**config.mk**
```make
export PLATFORM = sky130hd
export DESIGN_NAME = pfdc_cmp
export DESIGN_NICKNAME = d
export VERILOG_FILES = /design/src/hw/rtl/pfdc_pkg.sv /design/src/hw/rtl/pfdc_cmp.sv
export SDC_FILE = /design/constraint.sdc
export NUM_CORES = 1
export LEC_CHECK = 0
export ABC_AREA = 1
export BUFFER_PORTS_ARGS = -buffer_cell sky130_fd_sc_hd__buf_2
export CAP_MARGIN = 0
export CORE_UTILIZATION = 39
export DETAILED_ROUTE_END_ITERATION = 16
export HOLD_SLACK_MARGIN = 0.1
export PLACE_DENSITY = 0.83
export SLEW_MARGIN = 20
export SYNTH_ARGS = -nofsm -noshare
export SYNTH_HDL_FRONTEND = slang
export SYNTH_SLANG_ARGS = --single-unit
```
**constraint.sdc**
```tcl
create_clock -name clk_i -period 1.6 [get_ports clk_i]
set_clock_uncertainty 0.05 [all_clocks]
set_input_delay 0.16 -clock clk_i [delete_from_list [all_inputs] [get_ports clk_i]]
set_output_delay 0.16 -clock clk_i [all_outputs]
set_load 0.01 [all_outputs]
```
**src/hw/rtl/pfdc_pkg.sv**
```systemverilog
`timescale 1ns / 1ps

package pfdc_pkg;

  // Operation codes carried in the kind field of a request.
  typedef enum logic [1:0] {
    KIND_ADD   = 2'd0,
    KIND_FWD   = 2'd1,
    KIND_COUNT = 2'd2
  } kind_e;

  // Sequencer states.
  typedef enum logic [1:0] {
    ST_IDLE,
    ST_SCAN,
    ST_FETCH,
    ST_DONE
  } ctrl_state_e;

  // Capacity after reset and saturation point of the match counter.
  localparam logic [6:0] CapReset = 7'd64;
  localparam logic [6:0] CountMax = 7'd127;

  // One stored packet.
  typedef struct packed {
    logic [15:0] source;
    logic [15:0] destination;
    logic [31:0] timestamp;
  } entry_t;

  // Request beat.
  typedef struct packed {
    logic [1:0]  kind;
    logic [15:0] source;
    logic [15:0] destination;
    logic [31:0] timestamp;
    logic [31:0] start_time;
    logic [31:0] end_time;
  } req_t;

  // Response beat.
  typedef struct packed {
    logic        accepted;
    logic        packet_valid;
    logic [15:0] out_source;
    logic [15:0] out_destination;
    logic [31:0] out_timestamp;
    logic [6:0]  match_count;
  } rsp_t;

  // Control from the sequencer to the compare unit.
  typedef struct packed {
    logic clear;
    logic en;
    logic count_mode;
  } cmp_ctl_t;

endpackage

```
**src/hw/rtl/pfdc_cmp.sv**
```systemverilog
`timescale 1ns / 1ps

module pfdc_cmp
  import pfdc_pkg::*;
(
  input  logic       clk_i,
  input  logic       rst_ni,
  input  cmp_ctl_t   ctl_i,
  input  req_t       req_i,
  input  entry_t     entry_i,
  output logic       dup_o,
  output logic [6:0] count_o
);

  logic       same_pkt;
  logic       in_window;
  logic       dup_d, dup_q;
  logic [6:0] count_d, count_q;

  // Compare one stored entry against the request.
  assign same_pkt  = (entry_i.source == req_i.source) &&
                     (entry_i.destination == req_i.destination) &&
                     (entry_i.timestamp == req_i.timestamp);
  assign in_window = (entry_i.destination == req_i.destination) &&
                     (entry_i.timestamp >= req_i.start_time) &&
                     (entry_i.timestamp <= req_i.end_time);

  // Accumulate the duplicate flag or the saturating match count.
  always_comb begin
    dup_d   = dup_q;
    count_d = count_q;
    if (ctl_i.clear) begin
      dup_d   = 1'b0;
      count_d = '0;
    end else if (ctl_i.en) begin
      if (ctl_i.count_mode) begin
        if (in_window && (count_q != CountMax)) begin
          count_d = count_q + 7'd1;
        end
      end else if (same_pkt) begin
        dup_d = 1'b1;
      end
    end
  end

  always_ff @(posedge clk_i or negedge rst_ni) begin
    if (!rst_ni) begin
      dup_q   <= 1'b0;
      count_q <= '0;
    end else begin
      dup_q   <= dup_d;
      count_q <= count_d;
    end
  end

  assign dup_o   = dup_q;
  assign count_o = count_q;

endmodule

```
# ---- Word-level counts from Yosys, hierarchy flattened
# Index checks and enable logic that the tools add are counted.
dict set report classes {
  magnitude_cmp 2
  n_addsub 1
  eq_ne 5
  muxes 8
  reduce_logical 11
}
# op n
set ops {}
lappend ops {{$eq 16x16->1} 2}
lappend ops {{$eq 32x32->1} 1}
lappend ops {{$ge 32x32->1} 1}
lappend ops {{$le 32x32->1} 1}
lappend ops {{$mux 7} 4}
lappend ops {{$reduce_bool 2->1} 4}
lappend ops {{$add 7x1->7 const B} 1}
lappend ops {{$ne 7x7->1 const B} 1}
lappend ops {{$reduce_and 3->1} 2}
lappend ops {{$logic_and 1x1->1} 5}
lappend ops {{$mux 1} 4}
lappend ops {{$ne 2x1->1 const B} 1}
dict set report word_totals {
  reg_bits 8
  output_inout_bits 8
}

# ---- Depth between registers and ports, before layout
dict set report depth {
  word_depth 8
  depth_mapped 17
}

# ---- Worst setup path before layout
# Ideal clock, no wire load.
dict set report synth_path {
  path_kind {reg-to-reg}
  startpoint {register count_q[0] (netlist: count_o[0])}
  endpoint {register count_q[2] (netlist: count_o[2])}
  setup_time_ps 118
  setup_slack_ps -66
  arrival_ps 1498
  required_time_ps 1432
  path_stages_with_launch 10
  n_path_buf 0
  synth_period_minus_slack_ps 1666
  path_cell_list {dfrtp_1 > ha_1 > nand3_1 > nor2_1 > a31oi_1 > nand3_2 > a21oi_4 > nand2_4 > nand3_1 > nand2_1}
}
dict set report synth_between {
  elab_chain_len 5
  elab_cells_between_ends 9
}
# element line
set synth_rtl {}
lappend synth_rtl {{from (decl)} pfdc_cmp.sv:18} ;# logic [6:0] count_d, count_q;
lappend synth_rtl {{from (signal assigned)} pfdc_cmp.sv:52} ;# count_q <= count_d;
lappend synth_rtl {{$add 7x1->7} pfdc_cmp.sv:38} ;# count_d = count_q + 7'd1;
lappend synth_rtl {{$mux 7} pfdc_cmp.sv:37} ;# if (in_window && (count_q != CountMax)) begin
lappend synth_rtl {{$mux 7} pfdc_cmp.sv:36} ;# if (ctl_i.count_mode) begin
lappend synth_rtl {{$mux 7} pfdc_cmp.sv:35} ;# end else if (ctl_i.en) begin
lappend synth_rtl {{$mux 7} pfdc_cmp.sv:32} ;# if (ctl_i.clear) begin
# Parallel ways exist; a longest one is shown, timed or not. The select of a mux whose other input is x is not followed.
# A chain may end at the register's enable or synchronous reset.

# ---- Final worst setup path
dict set report layout_path {
  startpoint {register count_q[0] (netlist: count_o[0])}
  endpoint {register count_q[6] (netlist: count_o[6])}
}
# Same word-level chain as after synthesis.

==> results.yml <==
outcome:
  outcome: "finished, violations left"
  violations: "negative setup slack"
floorplan:
  start_util: 0.402
  die_area_sq_um: 8270
  io_pins: 207
  rows: 32
  die_h_um: 91.0
  die_w_um: 91.0
  core_area_sq_um: 7690
synthesis:
  yosysMostFrequentCell: "nand2_1"
  synth_top_area_frac: 0.263
  synth_common_cells: "nand2_1, inv_1, ha_1"
  synthCells: 513
  syn_area_sq_um: 3090
  synth_edf_count: 0
  synthTopCellsByArea: "ha_1, nand2_1, inv_1, dfrtp_1, xnor2_1"
  synth_seq_cells: 8
  synthArstFlopShare: 1.00
  yosysSeqAreaShare: 0.0649
  yosysWarnings: 0
  synth_flop_cell: "dfrtp_1"
  syn_nets: 777
  avgSynthCellArea_sq_um: 6.02
  synth_cell_types: 27
  synth_area_leader_cell: "ha_1"
clock_network:
  insertion_delay_ns: 0.22
  cts_tree: "done"
  numCtsBuffers: 3
  path_clk_slew_ns: 0.04
  htreeDepth: 1
  cts.sinks: 8
  cts-root-buf: "clkbuf_8"
  cts_buffer_depth: 2
setup_path:
  path_class: "reg2reg"
  arrival_ns: 1.74
  critPathRequiredTime_ns: 1.66
  ff2ff_setup_slack_ns: -0.08
  end_kind: "register"
  crit_end: "count_o[6]"
  cp-start-kind: "register"
  reg2reg_depth: 9
  timing.rr.start: "count_o[0]"
  cp_max_fo: 7
  crit_path_start: "count_o[0]"
  rr_endpoint: "count_o[6]"
timing:
  max_freq_ghz: 0.596
  worst_slew_pin_slew_ns: 0.466
  fin_crit_sh: 1.05
  setup_ws_ns: -0.0788
  slew_violations: 0
  setup_viol: 7
  rsz0062_at_grt: "yes"
  fin_crit_ns: 1.68
  hold_viol: 0
  relSlewSlack: 0.689
power_and_ir_drop:
  ir_drop_mv: 0.153
  power.density_nw_per_um2: 294
  p_leak_nw: 2.99
  power.total_mw: 1.38
placed_design:
  post-dp-hpwl_mm: 8.55
  routabilityCongestion: 0.861
  dp_cells: 848
  io_buffers: 204
drt:
  wl_per_cell_um: 11.2
  top_layer_used: "met4"
  route.detailed.drc: 0
  vias: 4030
  dr_wl_met2_mm: 4.97
  wl_met3_um: 475
  drtIter0Drc: 61
  vias_per_cell: 4.66
  wl_mm: 9.67
  dr.pass1.iters: 4
  wl_met1_mm: 4.04
  detail-route-antenna-nets: 0
global_routing:
  grt.overflow.total: 0
  grt_pass1_vias: 4038
  antenna_found_initial: 0
  track_usage: 0.227
  grt_max_degree: 15
  grt_pass1_wl_mm: 15.8
cells_and_area:
  fillers: 698
  syn_to_final_growth_pct: 52.3
  drive_gt1_frac: 0.367
  fin_cells: 864
  antenna_cells: 0
  fin_nets: 1028
min_path:
  hp-class: "in2async"
flow_run:
  drv_cap: 0
-- sequential cells by signal, indices dropped and copies added (netlist names) --
name / count
dup_o: 1
count_o: 7
-- per-layer routing --
layer | vias to the layer above | track usage
li1 | 2120 | -
met3 | 20 | 0.0335
met4 | 0 | 0.0556
met2 | 125 | 0.445
met1 | 1765 | 0.254
met5 | - | 0
-- worst min-delay path by stage --
stage / end / depth (start not counted) / slack [ns] / from
after floorplan: count_o[0] / 0 / -0.19 / rst_ni
after global placement: count_o[2] / 1 / -0.04 / rst_ni
after detailed placement: count_o[2] / 1 / -0.03 / rst_ni
after CTS: count_o[2] / 2 / 0.26 / rst_ni
after global routing: count_o[5] / 2 / 0.28 / rst_ni
final: count_o[2] / 2 / 0.26 / rst_ni
-- where the power goes --
| part | switching, mW | internal (mW) |
|---|---|---|
| Combinational | 0.466 | 0.475 |
| Clock | 0.0760 | 0.163 |
| Sequential | 0.0000000730 | 0.203 |
-- timing repair --
action	CTS	global route
pin swaps	7	10
setup endpoints to repair	7	7
hold endpoints to repair	9	0
resized for setup	5	15
setup buffers	8	3
hold buffers	2	0
-- per-stage QoR --
step / hold slack (ns) / TNS, ns / worst slack, ns / area, sq um / utilization
after floorplan: -0.186 / -0.125 / -0.0182 / 3090 / -
after global placement: -0.0359 / -2.12 / -0.306 / 4460 / 0.581
after detailed placement: -0.0349 / -2.02 / -0.295 / 4460 / 0.581
after CTS: 0.263 / -0.525 / -0.0813 / 4600 / 0.599
after global routing: 0.276 / -1.55 / -0.232 / 4700 / 0.611
final: 0.262 / -0.487 / -0.0788 / 4700 / 0.611
-- kinds of logic after synthesis --
logic type / after synthesis / share of synthesized area
adder cells (fa/ha/maj): 65 / 0.263
flip-flops: 8 / 0.0649
AND/OR/NAND/NOR: 227 / 0.317
AO/OA/AOI/OAI: 56 / 0.102
buffers and inverters: 119 / 0.145
XOR/XNOR: 38 / 0.108
-- cells in the final DEF (no fill, tap or decap), types with 2 or more instances in the layout --
cell,n
buf_2,204
nand2_1,122
inv_1,117
ha_1,63
nor2_1,40
buf_4,38
a21oi_1,32
xnor2_1,21
xor2_1,17
nand4_1,16
nand3_1,15
o21ai_0,11
or2_2,9
dfrtp_1,8
nor2_2,7
o21a_1,4
nand3_2,4
nor3_1,4
o22ai_1,4
nand2_2,3
clkbuf_8,3
buf_6,3
o2111ai_1,2
ha_4,2
dlygate4sd3_1,2
-- critical path, cell delays in order (launching register included) --
cell and delay [ns]:
dfrtp_1 0.40, ha_4 0.18, nand3_4 0.07, nor2_2 0.04, a31oi_1 0.18, nand3_2 0.11
a21oi_4 0.24, nand2_4 0.13, nand3_1 0.09, nand2_1 0.05
-- final cells by class --
type | instances | area [sq um] | area share
multi-input combinational | 386 | 2530 | 0.538
tap | 102 | 128 | 0.0271
clock buffer | 3 | 41.3 | 0.00878
timing repair buffer | 247 | 1360 | 0.289
inverter | 118 | 443 | 0.0942
sequential | 8 | 200 | 0.0426
(Power assumes the default switching activity.)
